**config.mk**
```make
export PLATFORM = sky130hd
export DESIGN_NAME = frkc_cell
export DESIGN_NICKNAME = d
export VERILOG_FILES = /design/src/hw/rtl/frkc_pkg.sv /design/src/hw/rtl/frkc_cell.sv
export SDC_FILE = /design/constraint.sdc
export NUM_CORES = 1
export LEC_CHECK = 0
export ABC_AREA = 0
export BUFFER_PORTS_ARGS = -buffer_cell sky130_fd_sc_hd__buf_2
export CORE_MARGIN = 3
export CORE_UTILIZATION = 52
export DETAILED_ROUTE_END_ITERATION = 8
export PLACE_DENSITY = 0.86
export REMOVE_ABC_BUFFERS = 1
export SLEW_MARGIN = 20
export SYNTH_ARGS = -nofsm -noshare
export SYNTH_HDL_FRONTEND = slang
export SYNTH_SLANG_ARGS = --single-unit
```
**constraint.sdc**
```tcl
create_clock -name i_clk -period 13 [get_ports i_clk]
set_input_delay 0.65 -clock i_clk [delete_from_list [all_inputs] [get_ports i_clk]]
set_output_delay 0.65 -clock i_clk [all_outputs]
set_load 0.005 [all_outputs]
```
**src/hw/rtl/frkc_pkg.sv**
```systemverilog
`timescale 1ns / 1ps

package frkc_pkg;

    // Field widths fixed by the item format
    localparam int COUNT_W = 18;
    localparam int CFG_W   = 18;
    localparam int SLOT_W  = 4;
    localparam int FILL_W  = 5;

    // Reset values of the limit registers
    localparam logic [CFG_W-1:0] RST_MAX_FACES    = 18'd50000;
    localparam logic [CFG_W-1:0] RST_MAX_EDGES    = 18'd200000;
    localparam logic [CFG_W-1:0] RST_MAX_VERTICES = 18'd100000;

    typedef enum logic [1:0] {
        OP_LOOKUP = 2'd0,
        OP_STORE  = 2'd1,
        OP_EVICT  = 2'd2,
        OP_CLEAR  = 2'd3
    } t_opcode;

    typedef enum logic [1:0] {
        REG_MAX_FACES    = 2'd0,
        REG_MAX_EDGES    = 2'd1,
        REG_MAX_VERTICES = 2'd2
    } t_reg_idx;

    typedef enum logic [1:0] {
        ST_DONE   = 2'd0,
        ST_MISS   = 2'd1,
        ST_REJECT = 2'd2
    } t_status;

    // Command as it travels down the chain of cells
    typedef enum logic [2:0] {
        CMD_NOP,
        CMD_LOOKUP,
        CMD_STORE,
        CMD_EVICT,
        CMD_CLEAR,
        CMD_REJECT
    } t_cmd;

    // Key of six request fields in five struct fields, grid packed as {grid_y, grid_x}
    typedef struct packed {
        logic [31:0] grid;
        logic [31:0] tile;
        logic [7:0]  jtype;
        logic [31:0] box;
        logic [31:0] bldg;
    } t_key;

    // Control group handed from cell to cell
    typedef struct packed {
        logic valid;
        t_cmd cmd;
        logic found;
    } t_tok_ctl;

endpackage

```
**src/hw/rtl/frkc_cell.sv**
```systemverilog
`timescale 1ns / 1ps

// One cache entry plus one pipeline slot of the command chain.
module frkc_cell #(
    parameter int CELL_IDX = 0,
    parameter int AW       = 4,
    parameter int FW       = 5
) (
    input  logic                i_clk,
    input  logic                i_rst_n,
    input  logic                i_adv,
    input  frkc_pkg::t_tok_ctl  i_ctl,
    input  frkc_pkg::t_key      i_key,
    input  logic [AW-1:0]       i_idx,
    input  logic [FW-1:0]       i_fill,
    output frkc_pkg::t_tok_ctl  o_ctl,
    output frkc_pkg::t_key      o_key,
    output logic [AW-1:0]       o_idx,
    output logic [FW-1:0]       o_fill
);

    localparam logic [AW-1:0] MY_SLOT = CELL_IDX[AW-1:0];

    frkc_pkg::t_tok_ctl r_ctl, n_ctl;
    frkc_pkg::t_key     r_key;
    logic [AW-1:0]      r_idx, n_idx;
    logic [FW-1:0]      r_fill;
    logic               r_ent_valid, n_ent_valid;
    frkc_pkg::t_key     r_ent_key;
    logic               hit;
    logic               targeted;
    logic               ent_wr;

    assign hit      = r_ent_valid && (r_ent_key == i_key);
    assign targeted = (i_idx == MY_SLOT);
    assign ent_wr   = i_adv && i_ctl.valid && (i_ctl.cmd == frkc_pkg::CMD_STORE) && targeted;

    // Lookup: first matching cell along the chain claims the hit (lowest slot)
    always_comb begin
        n_ctl = i_ctl;
        n_idx = i_idx;
        if (i_ctl.valid && (i_ctl.cmd == frkc_pkg::CMD_LOOKUP) && !i_ctl.found && hit) begin
            n_ctl.found = 1'b1;
            n_idx       = MY_SLOT;
        end
    end

    // Entry valid bit update
    always_comb begin
        n_ent_valid = r_ent_valid;
        if (i_adv && i_ctl.valid) begin
            case (i_ctl.cmd)
                frkc_pkg::CMD_STORE: if (targeted) n_ent_valid = 1'b1;
                frkc_pkg::CMD_EVICT: if (targeted) n_ent_valid = 1'b0;
                frkc_pkg::CMD_CLEAR: n_ent_valid = 1'b0;
                default:             n_ent_valid = r_ent_valid;
            endcase
        end
    end

    // Control state
    always_ff @(posedge i_clk) begin
        if (!i_rst_n) begin
            r_ctl       <= '0;
            r_ent_valid <= 1'b0;
        end else begin
            r_ent_valid <= n_ent_valid;
            if (i_adv) begin
                r_ctl <= n_ctl;
            end
        end
    end

    // Payload and stored key
    always_ff @(posedge i_clk) begin
        if (i_adv) begin
            r_key  <= i_key;
            r_idx  <= n_idx;
            r_fill <= i_fill;
        end
        if (ent_wr) begin
            r_ent_key <= i_key;
        end
    end

    assign o_ctl  = r_ctl;
    assign o_key  = r_key;
    assign o_idx  = r_idx;
    assign o_fill = r_fill;

    // A store leaves its target entry valid
    a_store_sets_valid: assert property (@(posedge i_clk) disable iff (!i_rst_n)
        ent_wr |=> r_ent_valid)
        else $error("store did not set entry valid");

    // A clear drops the entry
    a_clear_drops: assert property (@(posedge i_clk) disable iff (!i_rst_n)
        (i_adv && i_ctl.valid && (i_ctl.cmd == frkc_pkg::CMD_CLEAR)) |=> !r_ent_valid)
        else $error("clear left entry valid");

    // A hit claimed here carries this cell's slot
    a_hit_slot: assert property (@(posedge i_clk) disable iff (!i_rst_n)
        (i_adv && i_ctl.valid && (i_ctl.cmd == frkc_pkg::CMD_LOOKUP) && !i_ctl.found && hit)
        |=> (r_ctl.found && (r_idx == MY_SLOT)))
        else $error("hit slot not recorded");

endmodule

```
After elaboration in Yosys (flattened, before gate mapping). Cells that the tools add are included.

Add/subtract/negate cells: 0. Multiply operators: 0. Div/mod/pow operators: 0. $lt $le $gt $ge: 0. Equal/unequal tests: 7. Shift operators: 0. Muxes and demuxes: 4. Bitwise operators: 0. Reductions and logical operators: 11.

Operator list (count): 136-bit equality test (1); 1-bit logical AND (7); 3-bit by 2-bit equality test with 1-bit output (second input constant) (2); 4-bit logical NOT (1); 2-bit != test (second input constant) (2); 4-bit AND reduction (1); 3-bit by 1-bit equality test with 1-bit output (second input constant) (1); 3-bit equality test (second input constant) (1); 1-bit 2-to-1 mux (3); 1-bit case mux with 3 select lines (1); 3-bit nonzero test (1); 1-bit logical NOT (1).

Bits in registers: 287. Bits in latches: 0. RAM bits: 0. ROM bits: 0. Bits of input ports: 153. Output and inout bits: 150. Logic and storage cells: 38. Memories: 0.

Depth between registers and ports, before layout. Gate-level depths: netlist of run 1.

Depth in word-level cells: 5. Depth in mapped cells: 6.

Worst setup path after synthesis of run 1. Ideal clock, no wire load.

Path kind: input-to-reg. From: input i_ctl[3] (netlist name). To: register r_ent_key[0] (netlist name) (enable). Library setup time: 651 ps. Arrival time: 7506 ps. Required time: 12349 ps. Setup slack: 4843 ps. Stages on the path: 3. Cells stage by stage: or4b_1 nor4_1 nor2b_1.

Cells in the longest elaborated chain, start to end: 3.

RTL lines: start: declaration (line frkc_cell.sv:12) `input frkc_pkg::t_tok_ctl i_ctl,`; 3-bit by 2-bit equality test with 1-bit output (line frkc_cell.sv:36) `assign ent_wr = i_adv && i_ctl.valid && (i_ctl.cmd == frkc_pkg::CMD_STORE) && targeted;`; 1-bit logical AND (2 in a row) (line frkc_cell.sv:36); net ent_wr (line frkc_cell.sv:32) `logic ent_wr;`; end signal: assignment (line frkc_cell.sv:82) `r_ent_key <= i_key;`; end: declaration (line frkc_cell.sv:29) `frkc_pkg::t_key r_ent_key;`.

The timed path passes the listed nets, and every way through them passes these cells. A chain may end at the register's enable or synchronous reset.

Final worst setup path of run 1.
From: input i_ctl[3] (netlist name). To: register r_ent_key[86] (netlist name) (enable).

The elaborated chain is that of the path after synthesis.

==> results of run 1 <==
## state kept, by name, indices dropped and copies added, names as in the netlist
register	cells
o_ctl	5
o_fill	5
o_idx	4
o_key	136
r_ent_key	136
r_ent_valid	1
## layout make-up
class,instances,area share (%)
Multi-Input combinational cell,239,13.7
Sequential cell,287,63.9
Inverter,38,1.07
Clock inverter,20,1.63
Tap cell,265,2.48
Timing Repair Buffer,306,11.7
Antenna cell,2,0.0374
Clock buffer,33,5.53
## metrics by stage
step	hold slack [ns]	instance area (µm²)	power, mW	std cells
after global routing	0.267	13400	2.08	1189
after detailed placement	0.513	12400	1.21	1134
after floorplan	0.467	10500	1.12	564
final	0.294	13400	2.01	1190
after global placement	0.504	12400	1.21	1134
after CTS	0.265	13400	2.03	1187
## worst max-delay path, cell delays in order
cell and delay, ns:
buf_2 0.12, or4b_1 0.54, nor4_1 0.35, nor2b_4 0.43
buf_4 0.58, buf_4 0.62
## layout by cell type (no fill, tap or decap), types with 2 or more instances in the layout
cell type | synthesis | final
nor2b_1 | 38 | 37
clkinv_4 | 0 | 2
nor3_1 | 2 | 2
o2111ai_1 | 11 | 11
a2111o_1 | 9 | 9
inv_2 | 3 | 3
clkbuf_16 | 0 | 29
xor2_1 | 6 | 6
a22o_1 | 2 | 2
diode_2 | 0 | 2
clkbuf_1 | 1 | 4
xnor2_1 | 69 | 69
bufinv_16 | 0 | 4
buf_2 | 0 | 301
nand2_1 | 2 | 2
nor2_1 | 2 | 2
clkinv_2 | 0 | 5
o22ai_1 | 10 | 10
buf_4 | 0 | 3
a221o_1 | 3 | 3
nand2b_1 | 32 | 32
mux2i_1 | 3 | 3
nand4_1 | 21 | 21
o221ai_1 | 2 | 2
edfxtp_1 | 281 | 281
inv_1 | 35 | 35
clkinv_1 | 0 | 6
nor4_1 | 13 | 13
dfxtp_1 | 6 | 6
## power by group
| group | leakage (nW) | switching, mW | internal [mW] |
|---|---|---|---|
| clock network | 0.467 | 0.326 | 0.489 |
| logic | 1.91 | 0.0664 | 0.0562 |
| registers | 2.69 | 0.00971 | 1.06 |
| total | 5.07 | 0.402 | 1.60 |
## cells by family after synthesis
logic type / count (synthesis)
compound gates: 46
simple gates: 115
buf+inv: 39
flops: 287
mux: 3
xor+xnor: 75
## layer usage
metal	GRT usage [%]	vias up	share of wire, %
li1	-	2858	-
met4	5.03	4	2.5
met3	4.75	48	7.9
met1	26.2	2912	40
met2	33.3	272	50
met5	0	-	0.072
## final timing paths
path | from | end | cells past startpoint | slack [ns]
setup / recovery | i_ctl[3] | r_ent_key[86]$_DFFE_PP_ | 6 | 9.80
hold / removal | i_fill[4] | o_fill[4]$_DFFE_PP_ | 1 | 0.29
setup reg to reg | r_ent_key[62]$_DFFE_PP_ | o_idx[0]$_SDFFCE_PP0P_ | 6 | 10.52
hold reg to reg | o_ctl[1]$_SDFFE_PN0P_ | o_ctl[1]$_SDFFE_PN0P_ | 2 | 0.52
==> summary.md, run 1 <==
| Metric | Value |
|---|---|
| Clk root buf | clkbuf_16 |
| Max Transition Viols Final | 0 |
| LEAKAGE | between 5 and 6 nW |
| Number of flops mapped to enable cells by yosys | 281 |
| Pwr per Cell Area | 150 nW/µm² |
| Setup repair after global routing missed its margin | false |
| IO buf count | 302 |
| Share of the synthesized area in the top cell type | 80.1% |
| Sink Count | about 290 |
| Mux contribution to synthesized area | 0.285% |
| Cell area after synthesis | 10500 µm² |
| Setup ws final | 9.80 ns |
| Total CTS buffers | 29 |
| Tot GR Track Use | around a fifth |
| Final nets | between 1000 and 1500 |
| Commonest cells in the synthesized netlist | edfxtp_1, xnor2_1, nor2b_1, inv_1, nand2b_1 |
| Post-CTS sizing | 0 |
| Routed Antenna Nets | 0 |
| Multi-input gate area | 1830 µm² |
| Layout area overhead | 27.1% |
| Number of library cell types mapped by synthesis | 35 |
| Top post-synthesis cells by area | edfxtp_1, xnor2_1, nor2b_1 |
| Final core occ | 68.1% |
| Cell with the most instances after synthesis | edfxtp_1 |
| Seq/Total Area, Yosys | around four fifths |
| Cell taking the most area after synthesis | edfxtp_1 |
| #FFs+latches synth | 287 |
| Worst Hold Class | in2reg |
| Layout cells sized above 1 | around two fifths |
| First-pass GRT wire length | 33700 µm |
| Status | completed |
| Hold-fix buffer count after cts | 0 |
| Initial drt markers | slightly above 300 |
| Syn avg cell area | 18.6 µm² |
| CP Max Fanout | 50 |
| Synth Instances | ~570 |
| Routed len/inst | 18.8 µm |
| Crit Path Class | in2reg |
| Final WL | 22400 µm |
| Clock slew at reported path FFs | 0.06 ns |
| Vias in the first global route | a little over 6000 |
| Max VDD drop | 0.116 mV |
| Initial Util | 53.6% |
| CTS tree | yes |
| Critical Path AT | 3.36 ns |
| Setup crit end kind | flop |
| Pre-antenna DRT Iters | 4 |
| Maxcap violations | 0 |
| Placement Setup Slack | 8.61 ns |
| DP HPWL | 16500 µm |
| Synth Area in Compound Gates | 3.85% |
| Final hold vios | 0 |
| Die X | 148 µm |
| Setup TNS | 0 ns |
| Initial antenna violation count | 3 |
| Die H | 148 µm |
| Min Clock Period, post-route | 3.20 ns |
| Peak Freq | around 310 MHz |
| FF/Latch Area | 8560 µm² |
| Top_reg_cell synth | edfxtp_1 |
| Least-Margin Pin Slew | 0.997 ns |
| Die area | roughly 22000 µm² |
| Max transition margin | 33.5% |
| GRT overflow | 0 |
| Synthesis Warnings | 0 |
| Postcts setup bufs | 0 |
| Post-synth ARST share | 0% |
| I/O pins | 303 |
| H-tree levels | 1 |
| Main combinational cell family by area after synthesis | simple AND/OR/NAND/NOR gates |
| FP Rows | 51 |
| Startpoint types | primary input |
| Core area | 19700 µm² |
| DRC viols | 0 |
| Gp weighted congestion | 0.760 |
| Setup-failing EPs final | 0 |
| Post-Synth XOR/XNOR Area | 6.24% |
| CTS Buffer Depth | 3 |
| Adder-cell share of the synthesized area | 0% |
| Post-synthesis simple-gate area fraction | 6.97% |
| Largest net degree at the start of global routing | 81 |
| Via density | 5.12 |
| Via count | 6094 |
| Critical Path RT | approximately 13 ns |
| Clock skew | 0.00833 ns |
| Part of the cycle the worst path needs | approximately a quarter |
| Filler Cell Count | 1345 |
| Clock insertion delay at the later pin of the skew report | 0.53 ns |
Note: power is estimated with default switching activity, not from simulation.
==> run 2: changes to the inputs <==
--- a/config.mk
+++ b/config.mk
@@ -5,12 +5,12 @@
 export SDC_FILE = /design/constraint.sdc
 export NUM_CORES = 1
 export LEC_CHECK = 0
-export ABC_AREA = 0
+export ABC_AREA = 1
 export BUFFER_PORTS_ARGS = -buffer_cell sky130_fd_sc_hd__buf_2
 export CORE_MARGIN = 3
 export CORE_UTILIZATION = 52
 export DETAILED_ROUTE_END_ITERATION = 8
-export PLACE_DENSITY = 0.86
+export PLACE_DENSITY = 0.84
 export REMOVE_ABC_BUFFERS = 1
 export SLEW_MARGIN = 20
 export SYNTH_ARGS = -nofsm -noshare
==> constraint.sdc (replaced) <==
create_clock -name i_clk -period 3.12 [get_ports i_clk]
set_input_delay 0.156 -clock i_clk [delete_from_list [all_inputs] [get_ports i_clk]]
set_output_delay 0.156 -clock i_clk [all_outputs]
set_load 0.005 [all_outputs]
==> summary.md, run 2 <==
| Metric | Value |
|---|---|
| CP Launch Point | r_ent_key[50]$_DFFE_PP_ (was i_ctl[3]) |
| Number of library cell types mapped by synthesis | 23 (was 35) |
| Dpl cell area | 14200 µm² (was 12400 µm²) |
| Final instance area | 16700 µm² (was 13400 µm²) |
| Startpoint types | flop (was primary input) |
| HP Start | i_ctl[3] (was i_fill[4]) |
| Largest net degree at the start of global routing | 138 (was 81) |
| Pwr per Cell Area | 532 nW/µm² (was 150 nW/µm²) |
| DP Cell Count | 1756 (was 1134) |
| Total CTS buffers | 29 (unchanged) |
| Worst Hold Class | in2reg (unchanged) |
| Routed Antenna Nets | 0 (unchanged) |
| FP Rows | 55 (was 51) |
| Core area | 22900 µm² (was 19700 µm²) |
| Critical Path AT | 2.46 ns (was 3.36 ns) |
| Initial drt markers | 1234 (was 305) |
| Share of the synthesized area in the top cell type | 68.8% (was 80.1%) |
| Most frequent cells in the layout | nand2_1, buf_2, edfxtp_1, inv_1, dlygate4sd3_1 (was buf_2, edfxtp_1, xnor2_1, nor2b_1, inv_1) |
| Layout area overhead | 36.3% (was 27.1%) |
| Cell taking the most area after synthesis | edfxtp_1 (unchanged) |
| Least-Margin Pin Slew | 0.978 ns (was 0.997 ns) |
| Crit Path Class | reg2reg (was in2reg) |
| LEAKAGE | 7.53 nW (was 5.07 nW) |
| CTS tree | yes (unchanged) |
| Post-synth ARST share | 0% (unchanged) |
| Initial antenna violation count | 1 (was 3) |
| First-pass GRT wire length | 57100 µm (was 33700 µm) |
| Via density | 5.17 (was 5.12) |
| Part of the cycle the worst path needs | 69.6% |
| Sink Count | 287 (unchanged) |
| Syn avg cell area | 10.8 µm² (was 18.6 µm²) |
| Worst r2r src | r_ent_key[50]$_DFFE_PP_ (was r_ent_key[62]$_DFFE_PP_) |
| Status | completed (unchanged) |
| Layout cells sized above 1 | 22.3% (was 38.5%) |
| Cell area after synthesis | 12300 µm² (was 10500 µm²) |
| Cell with the most instances after synthesis | nand2_1 (was edfxtp_1) |
| Setup-failing EPs final | 0 (unchanged) |
| Min Clock Period, post-route | between 2 and 2.5 ns |
| Peak Freq | 460 MHz |
| Top_reg_cell synth | edfxtp_1 (unchanged) |
| Tot GR Track Use | 28.6% (was 19.7%) |
| Setup crit end kind | flop (unchanged) |
| Clock insertion delay at the later pin of the skew report | 0.55 ns (was 0.53 ns) |
| Via count | 10151 (was 6094) |
| Clk root buf | clkbuf_16 (unchanged) |
| Synth Instances | 1138 (was 565) |
| Max Transition Viols Final | 0 (unchanged) |
| Routed len/inst | 18.9 µm (was 18.8 µm) |
| Critical Path RT | 3.40 ns (was 13.16 ns) |
| Die area | 25400 µm² (was 22000 µm²) |
| R2R cell count | 8 (was 6) |
| Final Power | 8.89 mW (was 2.01 mW) |
| Initial Util | 53.5% (was 53.6%) |
| Setup repair after global routing missed its margin | false (unchanged) |
| IO buf count | 302 (unchanged) |
| Number of flops mapped to enable cells by yosys | 281 (unchanged) |
| Gp weighted congestion | 0.943 (was 0.760) |
| Non-filler cells, final | 1962 (was 1190) |
| Worst Hold Path Cells | 6 (was 1) |
| DRC viols | 0 (unchanged) |
| I/O pins | 303 (unchanged) |
| Vias in the first global route | 10335 (was 6162) |
| Die H | 160 µm (was 148 µm) |
| GRT overflow | 0 (unchanged) |
| CTS Buffer Depth | 3 (unchanged) |
| Pre-antenna DRT Iters | 8 (was 4) |
| DP HPWL | 24800 µm (was 16500 µm) |
| Final WL | 37100 µm (was 22400 µm) |
| Most common cell after layout, fill and taps aside | nand2_1 (was buf_2) |
| Final nets | 1779 (was 1054) |
| Commonest cells in the synthesized netlist | nand2_1, edfxtp_1, inv_1, nor2_1, xnor2_1 (was edfxtp_1, xnor2_1, nor2b_1, inv_1, nand2b_1) |
| Final hold vios | 0 (unchanged) |
| H-tree levels | 1 (unchanged) |
| #FFs+latches synth | 287 (unchanged) |
| Die X | 160 µm (was 148 µm) |
| Max transition margin | 34.8% (was 33.5%) |
| Seq/Total Area, Yosys | 69.8% (was 81.3%) |
| Maxcap violations | 0 (unchanged) |
| Hold WS | 0.313 ns (was 0.294 ns) |
| CP Max Fanout | 4 (was 50) |
| Top post-synthesis cells by area | edfxtp_1, nand2_1, inv_1 (was edfxtp_1, xnor2_1, nor2b_1) |
| R2R Setup Slk | 0.95 ns (was 10.52 ns) |
| Clock skew | 0.0149 ns (was 0.00833 ns) |
| Clock slew at reported path FFs | 0.06 ns (about the same) |
| Synthesis Warnings | 0 (unchanged) |
| Max VDD drop | 0.436 mV (was 0.116 mV) |
[run 2: area by class of cell]
class	instances	area, µm²
antenna	1	2.50
clock buffer	33	741
clock inverter	20	234
fill	1486	6210
inverter	219	822
multi-input combinational	632	2880
sequential	287	8560
tap	313	392
timing repair buffer	457	3070
[run 2: kinds of logic after synthesis]
family / after synthesis / synth area share, %
AOI/OAI and AO/OA: 35 / 1.49
xor gates and xnor gates: 51 / 3.64
buffers and inverters: 219 / 6.71
DFF: 287 / 69.8
and+or+nand+nor: 546 / 18.3
[run 2: metal layers]
metal / vias to the layer above / global-route usage [%] / share of wire (%)
li1: 4660 / - / -
met1: 4663 / 35.9 / 36
met2: 680 / 48.1 / 48
met3: 148 / 5.05 / 10
met4: 0 / 14.1 / 6.0
met5: - / 0 / 0
[run 2: path summary, 6_finish.rpt]
kind	to
setup / recovery	o_idx[2]$_SDFFCE_PP0P_
hold / removal	r_ent_valid$_SDFFE_PN0P_
setup reg to reg	o_idx[2]$_SDFFCE_PP0P_
hold reg to reg	o_ctl[4]$_SDFFE_PN0P_
[run 2: what timing repair did]
action	4_1_cts	5_1_grt
buffers inserted	0	0
hold buffers	152	0
endpoints found under the hold margin	292	0
gates resized for setup	0	0
[run 2: critical path: stages, from the launching register on]
cell and delay [ns]:
edfxtp_1 0.38, xnor2_1 0.41, nand3_1 0.19, nor2_1 0.15
nand2_1 0.07, nor2_1 0.20, nand3_1 0.18, nor2_4 0.25
nor2_1 0.08
[run 2: report_power, final]
part / switching [mW] / internal, mW
sequential: 0.0492 / 4.41
combinational: 0.453 / 0.379
clock: 1.48 / 2.12
total: 1.98 / 6.91
[run 2: through the flow]
| stage | TNS [ns] | worst slack [ns] | util, % |
|---|---|---|---|
| after floorplan | -999.37 | -7.30 | - |
| after global placement | 0 | 1.10 | 62.0 |
| after detailed placement | 0 | 1.08 | 62.0 |
| after CTS | 0 | 0.981 | 72.9 |
| after global routing | 0 | 0.876 | 72.9 |
| final | 0 | 0.947 | 72.9 |
